**src/hw/rtl/xor_checked_command_frame_parser_assert.svh**
```systemverilog
// Assertion macros shared by the frame parser RTL.
// XCFP_ASSERT_RST: checked on rising clk, skipped while rst is high.
// XCFP_ASSERT_ALL: checked on rising clk, also during reset.
`ifndef XOR_CHECKED_COMMAND_FRAME_PARSER_ASSERT_SVH
`define XOR_CHECKED_COMMAND_FRAME_PARSER_ASSERT_SVH

`ifndef SYNTHESIS
`define XCFP_ASSERT_RST(label, prop) \
  label: assert property (@(posedge clk) disable iff (rst) prop) \
    else $error("frame parser assertion failed");
`define XCFP_ASSERT_ALL(label, prop) \
  label: assert property (@(posedge clk) prop) \
    else $error("frame parser assertion failed");
`else
`define XCFP_ASSERT_RST(label, prop)
`define XCFP_ASSERT_ALL(label, prop)
`endif

`endif

```
**src/hw/rtl/xcfp_pkg.sv**
```systemverilog
`timescale 1ns / 1ps
`default_nettype none
package xcfp_pkg;

  localparam int BYTE_W = 8;
  localparam int CMD_W  = 3;
  localparam int LEN_W  = 4;
  localparam int APB_DW = 32;
  localparam int APB_AW = 5;

endpackage
`default_nettype wire

```
**src/hw/rtl/xcfp_rx_if.sv**
```systemverilog
`timescale 1ns / 1ps
`default_nettype none
interface xcfp_rx_if;
  logic                       valid;
  logic                       ready;
  logic [xcfp_pkg::BYTE_W-1:0] rx_byte;

  modport source (output valid, output rx_byte, input ready);
  modport sink (input valid, input rx_byte, output ready);
endinterface
`default_nettype wire

```
**src/hw/rtl/xcfp_res_if.sv**
```systemverilog
`timescale 1ns / 1ps
`default_nettype none
interface xcfp_res_if;
  logic                        valid;
  logic                        ready;
  logic [xcfp_pkg::CMD_W-1:0]  command;
  logic [xcfp_pkg::LEN_W-1:0]  payload_length;
  logic [xcfp_pkg::LEN_W-1:0]  byte_index;
  logic [xcfp_pkg::BYTE_W-1:0] payload_byte;
  logic                        last;

  modport source (output valid, output command, output payload_length,
                  output byte_index, output payload_byte, output last,
                  input ready);
  modport sink (input valid, input command, input payload_length,
                input byte_index, input payload_byte, input last,
                output ready);
endinterface
`default_nettype wire

```
**src/hw/rtl/xor_checked_command_frame_parser.sv**
```systemverilog
// Command frame parser with XOR check. Bytes arrive on rx, one transaction per
// byte; frames are header_first, header_second, command, length (0..MAX_PAYLOAD),
// payload, XOR of command/length/payload, trailer_first, trailer_second. Any
// mismatch drops back to hunting for header_first without re-examining the byte.
// Rate: while parsing, one byte is taken every cycle. When a frame completes,
// rx is held off and the frame goes out on res as one transaction per payload
// byte (a single zero-data transaction for an empty frame). Each result takes
// three steps (payload store read, output load, handshake), the handshake held
// while the sink stalls, and rx stays blocked until the last one is taken. The
// payload is held in a MAX_PAYLOAD x 8 single-port synchronous memory; no clear
// pass is needed since entries are only read after being written in the same
// frame. Registers sit on the APB port at byte address 4*i: header_first,
// header_second, trailer_first, trailer_second, command_enable_mask.
`timescale 1ns / 1ps
`default_nettype none
`include "xor_checked_command_frame_parser_assert.svh"
module xor_checked_command_frame_parser #(
  parameter int MAX_PAYLOAD = 9
) (
  input  wire logic                          clk,
  input  wire logic                          rst,
  xcfp_rx_if.sink                            rx,
  xcfp_res_if.source                         res,
  input  wire logic                          psel,
  input  wire logic                          penable,
  input  wire logic                          pwrite,
  input  wire logic [xcfp_pkg::APB_AW-1:0]   paddr,
  input  wire logic [xcfp_pkg::APB_DW-1:0]   pwdata,
  output logic      [xcfp_pkg::APB_DW-1:0]   prdata,
  output logic                               pready
);

  localparam int CW = $clog2(MAX_PAYLOAD + 1);
  localparam int AW = (MAX_PAYLOAD > 1) ? $clog2(MAX_PAYLOAD) : 1;
  localparam int BW = xcfp_pkg::BYTE_W;

  localparam logic [2:0] PH_HUNT1 = 3'd0;
  localparam logic [2:0] PH_HUNT2 = 3'd1;
  localparam logic [2:0] PH_CMD   = 3'd2;
  localparam logic [2:0] PH_LEN   = 3'd3;
  localparam logic [2:0] PH_DATA  = 3'd4;
  localparam logic [2:0] PH_CHECK = 3'd5;
  localparam logic [2:0] PH_END1  = 3'd6;
  localparam logic [2:0] PH_END2  = 3'd7;

  localparam logic [1:0] M_PARSE = 2'd0;
  localparam logic [1:0] M_READ  = 2'd1;
  localparam logic [1:0] M_LOAD  = 2'd2;
  localparam logic [1:0] M_HOLD  = 2'd3;

  localparam logic [2:0] REG_HDR1 = 3'd0;
  localparam logic [2:0] REG_HDR2 = 3'd1;
  localparam logic [2:0] REG_TRL1 = 3'd2;
  localparam logic [2:0] REG_TRL2 = 3'd3;
  localparam logic [2:0] REG_MASK = 3'd4;

  logic [BW-1:0] header_first, header_second, trailer_first, trailer_second;
  logic [BW-1:0] command_enable_mask;

  logic [2:0]    phase;
  logic [1:0]    mode;
  logic [xcfp_pkg::CMD_W-1:0] held_cmd;
  logic [CW-1:0] held_len;
  logic [CW-1:0] cnt;
  logic [CW-1:0] rd_idx;
  logic [BW-1:0] check;
  logic          out_valid;
  logic [BW-1:0] out_byte;
  logic          out_last;

  logic [BW-1:0] store [MAX_PAYLOAD];
  logic [BW-1:0] rd_data;

  logic          in_fire;
  logic          cfg_wr;
  logic [2:0]    reg_sel;
  logic [BW-1:0] b;
  logic          mem_we;
  logic          mem_re;
  logic          idx_last;

  assign pready   = 1'b1;
  assign cfg_wr   = psel && penable && pwrite;
  assign reg_sel  = paddr[4:2];
  assign rx.ready = (mode == M_PARSE);
  assign in_fire  = rx.valid && rx.ready;
  assign b        = rx.rx_byte;
  assign mem_we   = in_fire && (phase == PH_DATA) && (cnt < held_len);
  assign mem_re   = (mode == M_READ);
  assign idx_last = ((CW+1)'(rd_idx) + (CW+1)'(1)) == (CW+1)'(held_len);

  assign res.valid          = out_valid;
  assign res.command        = held_cmd;
  assign res.payload_length = xcfp_pkg::LEN_W'(held_len);
  assign res.byte_index     = xcfp_pkg::LEN_W'(rd_idx);
  assign res.payload_byte   = out_byte;
  assign res.last           = out_last;

  always_comb begin
    unique case (reg_sel)
      REG_HDR1: prdata = xcfp_pkg::APB_DW'(header_first);
      REG_HDR2: prdata = xcfp_pkg::APB_DW'(header_second);
      REG_TRL1: prdata = xcfp_pkg::APB_DW'(trailer_first);
      REG_TRL2: prdata = xcfp_pkg::APB_DW'(trailer_second);
      REG_MASK: prdata = xcfp_pkg::APB_DW'(command_enable_mask);
      default:  prdata = '0;
    endcase
  end

  // payload store
  always_ff @(posedge clk) begin
    if (mem_we) begin
      store[AW'(cnt)] <= b;
    end
    if (mem_re) begin
      rd_data <= store[AW'(rd_idx)];
    end
  end

  always_ff @(posedge clk) begin
    if (rst) begin
      header_first        <= 8'd170;
      header_second       <= 8'd85;
      trailer_first       <= 8'd13;
      trailer_second      <= 8'd10;
      command_enable_mask <= 8'd254;
    end else if (cfg_wr) begin
      unique case (reg_sel)
        REG_HDR1: header_first        <= pwdata[BW-1:0];
        REG_HDR2: header_second       <= pwdata[BW-1:0];
        REG_TRL1: trailer_first       <= pwdata[BW-1:0];
        REG_TRL2: trailer_second      <= pwdata[BW-1:0];
        REG_MASK: command_enable_mask <= pwdata[BW-1:0];
        default: ;
      endcase
    end
  end

  always_ff @(posedge clk) begin
    if (rst) begin
      phase     <= PH_HUNT1;
      mode      <= M_PARSE;
      held_cmd  <= '0;
      held_len  <= '0;
      cnt       <= '0;
      rd_idx    <= '0;
      check     <= '0;
      out_valid <= 1'b0;
    end else begin
      unique case (mode)
        M_PARSE: begin
          if (in_fire) begin
            unique case (phase)
              PH_HUNT1: phase <= (b == header_first) ? PH_HUNT2 : PH_HUNT1;
              PH_HUNT2: begin
                if (b == header_second) begin
                  cnt   <= '0;
                  check <= '0;
                  phase <= PH_CMD;
                end else begin
                  phase <= PH_HUNT1;
                end
              end
              PH_CMD: begin
                if (b[BW-1:3] == '0 && command_enable_mask[b[2:0]]) begin
                  held_cmd <= b[2:0];
                  check    <= check ^ b;
                  phase    <= PH_LEN;
                end else begin
                  phase <= PH_HUNT1;
                end
              end
              PH_LEN: begin
                if (b <= BW'(MAX_PAYLOAD)) begin
                  held_len <= CW'(b);
                  check    <= check ^ b;
                  cnt      <= '0;
                  phase    <= (b == '0) ? PH_CHECK : PH_DATA;
                end else begin
                  phase <= PH_HUNT1;
                end
              end
              PH_DATA: begin
                // held_len >= 1 here, so every data byte is stored
                check <= check ^ b;
                if ((CW+1)'(cnt) + (CW+1)'(1) >= (CW+1)'(held_len)) begin
                  cnt   <= '0;
                  phase <= PH_CHECK;
                end else begin
                  cnt <= cnt + CW'(1);
                end
              end
              PH_CHECK: phase <= (b == check) ? PH_END1 : PH_HUNT1;
              PH_END1:  phase <= (b == trailer_first) ? PH_END2 : PH_HUNT1;
              PH_END2: begin
                phase <= PH_HUNT1;
                if (b == trailer_second) begin
                  rd_idx <= '0;
                  if (held_len == '0) begin
                    out_byte  <= '0;
                    out_last  <= 1'b1;
                    out_valid <= 1'b1;
                    mode      <= M_HOLD;
                  end else begin
                    mode <= M_READ;
                  end
                end
              end
              default: phase <= PH_HUNT1;
            endcase
          end
        end
        M_READ: mode <= M_LOAD;
        M_LOAD: begin
          out_byte  <= rd_data;
          out_last  <= idx_last;
          out_valid <= 1'b1;
          mode      <= M_HOLD;
        end
        M_HOLD: begin
          if (res.ready) begin
            out_valid <= 1'b0;
            if (out_last) begin
              mode <= M_PARSE;
            end else begin
              rd_idx <= rd_idx + CW'(1);
              mode   <= M_READ;
            end
          end
        end
        default: mode <= M_PARSE;
      endcase
    end
  end

  // rx and res never overlap
  `XCFP_ASSERT_ALL(a_rx_res_excl, rx.ready |-> !res.valid)
  // the store is written only from accepted data bytes
  `XCFP_ASSERT_RST(a_we_data, mem_we |-> (phase == PH_DATA && in_fire))
  // parser is back at frame hunt whenever a result is shown
  `XCFP_ASSERT_RST(a_emit_hunt, res.valid |-> (phase == PH_HUNT1))
  // a non-final result keeps rx closed; a final one reopens it
  `XCFP_ASSERT_RST(a_more_closed, (res.valid && res.ready && !res.last) |=> !rx.ready)
  `XCFP_ASSERT_RST(a_last_open, (res.valid && res.ready && res.last) |=> rx.ready)

endmodule
`default_nettype wire
```
**src/flat_wrapper.sv**
```systemverilog
// flat-port wrapper written by rule: the top's interface ports become plain ports
module xor_checked_command_frame_parser_flat 
#(
  parameter int MAX_PAYLOAD = 9
)
  (clk, rst, psel, penable, pwrite, paddr, pwdata, prdata, pready, rx_valid, rx_rx_byte, rx_ready, res_valid, res_command, res_payload_length, res_byte_index, res_payload_byte, res_last, res_ready);
  xcfp_rx_if rx_i ();
  xcfp_res_if res_i ();
  input  wire logic clk;
  input  wire logic rst;
  input  wire logic psel;
  input  wire logic penable;
  input  wire logic pwrite;
  input  wire logic [xcfp_pkg::APB_AW-1:0] paddr;
  input  wire logic [xcfp_pkg::APB_DW-1:0] pwdata;
  output logic      [xcfp_pkg::APB_DW-1:0] prdata;
  output logic pready;
  input wire logic [$bits(rx_i.valid)-1:0] rx_valid;
  input wire logic [$bits(rx_i.rx_byte)-1:0] rx_rx_byte;
  output wire logic [$bits(rx_i.ready)-1:0] rx_ready;
  output wire logic [$bits(res_i.valid)-1:0] res_valid;
  output wire logic [$bits(res_i.command)-1:0] res_command;
  output wire logic [$bits(res_i.payload_length)-1:0] res_payload_length;
  output wire logic [$bits(res_i.byte_index)-1:0] res_byte_index;
  output wire logic [$bits(res_i.payload_byte)-1:0] res_payload_byte;
  output wire logic [$bits(res_i.last)-1:0] res_last;
  input wire logic [$bits(res_i.ready)-1:0] res_ready;
  assign rx_i.valid = rx_valid;
  assign rx_i.rx_byte = rx_rx_byte;
  assign rx_ready = rx_i.ready;
  assign res_valid = res_i.valid;
  assign res_command = res_i.command;
  assign res_payload_length = res_i.payload_length;
  assign res_byte_index = res_i.byte_index;
  assign res_payload_byte = res_i.payload_byte;
  assign res_last = res_i.last;
  assign res_i.ready = res_ready;
  xor_checked_command_frame_parser #(.MAX_PAYLOAD(MAX_PAYLOAD)) u_core (.clk(clk), .rst(rst), .rx(rx_i), .res(res_i), .psel(psel), .penable(penable), .pwrite(pwrite), .paddr(paddr), .pwdata(pwdata), .prdata(prdata), .pready(pready));
endmodule
```
**config.mk**
```make
export PLATFORM = sky130hd
export DESIGN_NAME = xor_checked_command_frame_parser_flat
export DESIGN_NICKNAME = d
export VERILOG_FILES = /design/src/hw/rtl/xcfp_pkg.sv /design/src/hw/rtl/xcfp_rx_if.sv /design/src/hw/rtl/xcfp_res_if.sv /design/src/hw/rtl/xor_checked_command_frame_parser.sv /design/src/flat_wrapper.sv
export VERILOG_INCLUDE_DIRS = /design/src /design/src/hw/rtl
export SDC_FILE = /design/constraint.sdc
export NUM_CORES = 1
export LEC_CHECK = 0
export ABC_AREA = 1
export BUFFER_PORTS_ARGS = -buffer_cell sky130_fd_sc_hd__buf_2
export CORE_AREA = 2 2 143 117
export DETAILED_ROUTE_END_ITERATION = 16
export DIE_AREA = 0 0 145 119
export GPL_ROUTABILITY_DRIVEN = 1
export PLACE_DENSITY = 0.72
export SYNTH_ARGS = -nofsm -noshare
export SYNTH_HDL_FRONTEND = slang
export SYNTH_SLANG_ARGS = --single-unit
```
**constraint.sdc**
```tcl
create_clock -name clk -period 3.3 [get_ports clk]
set_clock_uncertainty 0.05 [all_clocks]
set_input_delay 0.33 -clock clk [delete_from_list [all_inputs] [get_ports clk]]
set_output_delay 0.33 -clock clk [all_outputs]
set_load 0.01 [all_outputs]
```
==> results by group, run 1 <==
Run status
  • Run status: complete, no violations

CTS
  • Hold buffer count at cts: 0
  • CTS root buf: clkbuf_16
  • Setup repair bufs after CTS: 0
  • Insertion delay to the later sink of the worst-skew pair: ~0.43 ns
  • CTS Sinks: 158
  • Cts bufs inserted: 17
  • Reg clk slew, reported paths: 0.06 ns
  • Clock Tree Buf Depth: 2
  • H-Tree Depth: 4
  • Post-CTS Resized: 0
  • CTS tree: done

Finish
  • Seq. cell area: 4050 µm²
  • Area occupied by multi-input gates: about 3400 µm²
  • Net count, final: 1041
  • Final Util: 0.565
  • Fillers: 1425
  • Layout area overhead: 12.1%
  • Fraction of layout cells with a size suffix above 1: 0.156
  • Diode count: 0

Logic synthesis
  • Syn_area_per_cell: 8.83 µm²
  • Area fraction of the dominant cell type after synthesis: 0.331
  • Ys flop type: edfxtp_1
  • Mapped Cells: 915
  • Post-synthesis sequential area ratio: 0.502
  • #FFs+latches synth: 158
  • Warnings, synthesis: 0
  • Most numerous cell in the Yosys netlist: nand2_1
  • Commonest cells in the synthesized netlist: nand2_1, nor2_1, edfxtp_1
  • Largest area contributor in the netlist: edfxtp_1
  • Post-synth EDFFs: just under 90
  • Async SR Flop Fraction: 0
  • Top post-synthesis cells by area: edfxtp_1, dfxtp_1, nand2_1
  • Synth cell types: 48
  • Mapped cell area: approximately 8000 µm²

STA
  • Tmin final: approximately 2.5 ns
  • WHS: 0.158 ns
  • Crit share post-route: 0.772
  • Unrepaired setup endpoints after global routing: no
  • Setup TNS: 0 ns
  • Hold Vio Cnt, Final: 0
  • Worst-Margin Slew: 0.772 ns
  • Slew Limit Fails: 0
  • Max Freq: approximately 0.39 GHz
  • # setup viols final: 0
  • Max-slew headroom: 0.483

Setup path
  • Worst Setup End Kind: register
  • Worst EP arrival: 2.56 ns
  • Crit-path max FO: 10
  • Worst EP required: 3.31 ns
  • Setup CP Type: reg2reg
  • Startpoint types: register

Routing
  • Final wirelength: 18900 µm
  • Via Count: 6352
  • DRC: 0
  • TritonRoute pass-1 iters: 5
  • Iteration-0 DRC Markers: 692
  • Post-DRT Antenna Nets: 0
  • Vias/cell: 5.27
  • Post-DR wirelength/cell: 15.7 µm

Placed design
  • Routability cong.: a little over 0.9
  • Post-DP HPWL: 13300 µm
  • # port buffers: 55

GRT
  • GR Overflow Total: 0
  • GR Util All Layers: 0.226
  • Vias in the first global route: 5682
  • Initial antenna violation count: 0
  • Largest net degree at the start of global routing: 43
  • First-pass GRT wire length: between 30000 and 40000 µm

Hold path
  • Hold WC Path Type: in2reg

Floorplanning
  • Starting Density: 0.504
  • Die Area: 17300 µm²
  • Number of placed I/O pins: ~110
  • Core footprint: around 16000 µm²
  • Cell Rows: 42
  • Die height: 119 µm
  • Die width: 145 µm

Run
  • Max_cap viols: 0

Power and ir drop
  • Total power divided by cell area: 469 nW/µm²
  • Pleak: 0.00362 µW
  • Worst VDD drop: 0.370 mV
[area by class of cell]
| type | count | share of cell area |
|---|---|---|
| Multi-Input combinational cell | 634 | 0.377 |
| Sequential cell | 158 | 0.448 |
| Clock inverter | 14 | 0.0171 |
| Clock buffer | 18 | 0.0474 |
| Timing Repair Buffer | 70 | 0.0428 |
| Tap cell | 220 | 0.0304 |
| Inverter | 91 | 0.0377 |
[per-stage QoR]
stage                     setup slack, ns  std cells  area, µm²  total power (µW)
final                               0.753       1205       9050              4250
after global placement              0.848       1173       8470              2340
after CTS                           0.730       1205       9050              4270
after floorplan                     0.954        938       8160              2280
after detailed placement            0.791       1173       8470              2340
after global routing                0.483       1205       9050              4380
[cell usage in the layout (no fill, tap or decap), types with 3 or more instances in the layout]
cell	count
a21oi_1	37
a21oi_4	3
a221oi_1	5
buf_2	55
buf_4	15
clkbuf_16	17
clkinv_1	3
clkinv_4	3
conb_1	25
dfxtp_1	69
edfxtp_1	89
ha_1	17
inv_1	71
inv_2	18
inv_6	6
mux2i_1	14
nand2_1	196
nand2_2	6
nand3_1	48
nand3b_1	4
nand4_1	18
nor2_1	100
nor2_2	7
nor2_4	6
nor3_1	11
o211ai_1	7
o21ai_0	60
o221ai_1	15
xnor2_1	16
xor2_1	15
[registers in the layout (all words and copies together), names as in the netlist, 3 cells and up]
register                    cells
u_core.header_first             8
u_core.check                    8
u_core.store                   72
u_core.res.byte_index           4
u_core.res.command              3
u_core.command_enable_mask      8
u_core.cnt                      4
u_core.phase                    3
u_core.trailer_first            8
u_core.rd_data                  8
u_core.res.payload_byte         8
u_core.res.payload_length       4
u_core.trailer_second           8
u_core.header_second            8
[kinds of logic (layout without fill, tap and decap cells)]
family	Yosys count	count (layout)	synth area share
compound gates	140	140	0.108
buf+inv	146	193	0.0863
flops	158	158	0.502
simple gates	407	407	0.226
mux	14	14	0.0174
other cells	2	25	0.000930
xor+xnor	31	31	0.0336
fa+ha+maj	17	17	0.0263
[power by group]
part / total [µW] / internal (µW) / switching, µW
clock: 1950 / 1130 / 825
sequential: 2080 / 2080 / 4.99
combinational: 216 / 60.5 / 156
total: 4250 / 3270 / 986
[layer usage]
layer	share of wire	GRT usage
met1	0.48	0.335
met3	0.085	0.0582
met2	0.42	0.329
met4	0.010	0.0588
met5	0	0
[critical path, cell delays in order (launching register included)]
cell,delay [ns]
dfxtp_1,0.34
inv_1,0.12
ha_1,0.37
nand2_1,0.23
nor2_1,0.21
nand4_1,0.21
nor2_1,0.65
[path summary, 6_finish.rpt]
check,startpoint,to,slack (ns),depth (start not counted)
worst min-delay path,pwdata[4],u_core.command_enable_mask[4]$_SDFFE_PP1P_,0.16,3
worst max register to register,u_core.mode[0]$_SDFFE_PP0P_,u_core.store[0][0]$_DFFE_PP_,0.75,6
worst max-delay path,u_core.mode[0]$_SDFFE_PP0P_,u_core.store[0][0]$_DFFE_PP_,0.75,6
worst min register to register,u_core.res.valid$_SDFFE_PP0P_,u_core.res.valid$_SDFFE_PP0P_,0.41,2
No activity file was read; power rests on OpenSTA's default activity.
==> run 2: changes to the inputs <==
--- a/config.mk
+++ b/config.mk
@@ -12,7 +12,7 @@
 export DETAILED_ROUTE_END_ITERATION = 16
 export DIE_AREA = 0 0 145 119
 export GPL_ROUTABILITY_DRIVEN = 1
-export PLACE_DENSITY = 0.72
+export PLACE_DENSITY = 0.75
 export SYNTH_ARGS = -nofsm -noshare
 export SYNTH_HDL_FRONTEND = slang
 export SYNTH_SLANG_ARGS = --single-unit
==> constraint.sdc (replaced) <==
create_clock -name clk -period 2.1 [get_ports clk]
set_clock_uncertainty 0.05 [all_clocks]
set_input_delay 0.21 -clock clk [delete_from_list [all_inputs] [get_ports clk]]
set_output_delay 0.21 -clock clk [all_outputs]
set_load 0.01 [all_outputs]
==> results by group, run 2 (synthesis gave the netlist of run 1 again) <==
Setup path
  • Worst Setup End Kind: register
  • Crit path launch: u_core.res.payload_length[1]$_SDFFE_PP0P_
  • Crit-path max FO: 8 (-2)
  • CP dominant cell by count: inv_1
  • Slowest CP cell: dfxtp_1
  • Setup CP Type: reg2reg
  • Worst EP arrival: 2.04 ns (-0.52 ns)
  • Startpoint types: register
  • Worst EP required: 2.18 ns (-1.13 ns)
  • Largest stage delay on the critical path: 0.32 ns (-0.33 ns)
  • Cells along the critical path: inv_1, ha_1, inv_1, nor2_1, o211ai_1, nand3_2, buf_4, nor3_2, buf_6
  • R2r startpoint: u_core.res.payload_length[1]$_SDFFE_PP0P_

Power and ir drop
  • Worst VDD drop: 0.555 mV (+50%)
  • Combinational share of power: 0.055 (+0.004)
  • Sw Pwr: 1510 µW (+54%)
  • Pleak: 0.00386 µW (+6.5%)
  • Internal power: 5040 µW (+54%)
  • Sequential power share: 0.500 (+0.010)
  • Power, Total: 6550 µW (+54%)
  • Net Sw Frac: 0.231 (-0.000828)
  • Clock power share: 0.446 (-0.013)
  • Total power divided by cell area: 699 nW/µm² (+49%)

STA
  • Worst-Margin Slew: 0.596 ns (-0.176 ns)
  • # setup viols final: 0 (unchanged)
  • Unrepaired setup endpoints after global routing: yes
  • Tmin final: 1.97 ns (-0.580 ns)
  • Crit share post-route: 0.936 (+0.165)
  • Slew Limit Fails: 0 (unchanged)
  • Max-slew headroom: 0.602 (+0.119)
  • Max Freq: 0.509 GHz (+30%)
  • Hold Vio Cnt, Final: 0 (unchanged)
  • Min setup slack post-route: 0.134 ns (-0.620 ns)

Routing
  • TritonRoute pass-1 iters: 6 (+1)
  • DRC: 0 (unchanged)
  • Final wirelength: 19800 µm (+4.8%)
  • Iteration-0 DRC Markers: 765 (+11%)
  • Vias/cell: 5.26 (-0.28%)
  • Post-DR wirelength/cell: 16.0 µm (+2.0%)
  • Post-DRT Antenna Nets: 0 (unchanged)
  • Via Count: 6508 (+2.5%)

Run
  • Max_cap viols: 0 (unchanged)

Finish
  • Max reg flops: 72 (unchanged)
  • Commonest cells after routing, fill and taps aside: nand2_1, nor2_1, edfxtp_1
  • Net count, final: 1074 (+3.2%)
  • Biggest register: u_core.store
  • Commonest non-fill, non-tap cell in the layout: nand2_1
  • Layout area overhead: 16.1%
  • Fraction of layout cells with a size suffix above 1: 0.196 (+0.0401)
  • Diode count: 0 (unchanged)
  • Fillers: 1390 (-2.5%)

Run status
  • Run status: complete, no violations

Floorplanning
  • Number of placed I/O pins: 107 (unchanged)
  • Die Area: 17300 µm² (unchanged)
  • Core footprint: 16000 µm² (unchanged)
  • Die width: 145 µm (unchanged)
  • Die height: 119 µm (unchanged)
  • Cell Rows: 42 (unchanged)
  • Starting Density: 0.504 (unchanged)

Placed design
  • Place WS: 0.0695 ns (-0.721 ns)
  • # port buffers: 55 (unchanged)
  • Post-DP HPWL: 14300 µm (+7.7%)
  • Routability cong.: 0.939 (+1.5%)

GRT
  • GR Util All Layers: 0.234 (+0.00820)
  • GR Overflow Total: 0 (unchanged)
  • Vias in the first global route: 6113 (+7.6%)
  • First-pass GRT wire length: 31500 µm (+3.7%)
  • Largest net degree at the start of global routing: 43 (unchanged)
  • Initial antenna violation count: 0 (unchanged)

CTS
  • Insertion delay to the later sink of the worst-skew pair: 0.42 ns (about the same)
  • Clock Tree Buf Depth: 2 (unchanged)
  • Reg clk slew, reported paths: 0.06 ns (about the same)
  • H-Tree Depth: 4 (unchanged)
  • CTS tree: done
  • Hold buffer count at cts: 0 (unchanged)
  • Cts bufs inserted: 17 (unchanged)
  • CTS Sinks: 158 (unchanged)
  • CTS root buf: clkbuf_16

Hold path
  • Hold WC Path Type: in2reg
  • Hold Path Origin: pwdata[3]
## run 2: cell count changes in the layout (fill, tap and decap cells not counted), sizes merged
cell      delta
clkinvlp     +3
clkbuf       +2
inv          -4
bufinv       -1
buf         +33
## run 2: per-layer routing
layer | vias up | GRT usage | share of wire
met1 | 3033 | 0.332 | 0.47
met3 | 20 | 0.0479 | 0.073
li1 | 3213 | - | -
met4 | 0 | 0.0606 | 0.010
met5 | - | 0 | 0
met2 | 242 | 0.369 | 0.45
## run 2: area by class of cell
class | instances | area (µm²) | share of cell area
Multi-Input combinational cell | 634 | 3470 | 0.370
Inverter | 91 | 342 | 0.0364
Timing Repair Buffer | 103 | 672 | 0.0717
Tap cell | 220 | 275 | 0.0294
Sequential cell | 158 | 4060 | 0.433
Clock buffer | 20 | 447 | 0.0476
Clock inverter | 12 | 113 | 0.0120
## run 2: through the flow
stage                     setup TNS (ns)  instances  hold slack (ns)  utilization  instance area, µm²
after floorplan                    -3.09        938            0.259            -                8210
after global placement                 0       1206            0.397        0.549                8790
after detailed placement               0       1206            0.399        0.549                8790
after CTS                              0       1238           0.0276        0.584                9350
after global routing             -0.0125       1238           0.0389        0.585                9380
final                                  0       1238           0.0395        0.585                9380
## run 2: what timing repair did
| action | CTS | global route |
|---|---|---|
| setup endpoints to repair | 0 | 55 |
| setup buffers | 0 | 0 |
| resized for setup | 0 | 8 |
## run 2: worst max-delay path, delay by kind of cell, from the launching register on
kind	cells	cell delay, ns
compound gates	1	0.22
fa+ha+maj	1	0.28
buf+inv	4	0.46
flops	1	0.32
simple gates	3	0.32
## run 2: power groups by stage
stage               logic (µW)  registers (µW)  clock network [µW]
floorplan                  243            3340                   0
global placement           345            3340                   0
detailed placement         349            3340                   0
CTS                        351            3270                2950
global route               387            3270                3080
finish                     357            3270                2920
## run 2: worst paths after layout
check | to | slack, ns | depth (start not counted)
worst max-delay path | u_core.store[2][5]$_DFFE_PP_ | 0.13 | 9
worst min-delay path | u_core.header_first[3]$_SDFFE_PP1P_ | 0.04 | 3
worst max register to register | u_core.store[2][5]$_DFFE_PP_ | 0.13 | 9
worst min register to register | u_core.res.valid$_SDFFE_PP0P_ | 0.40 | 2
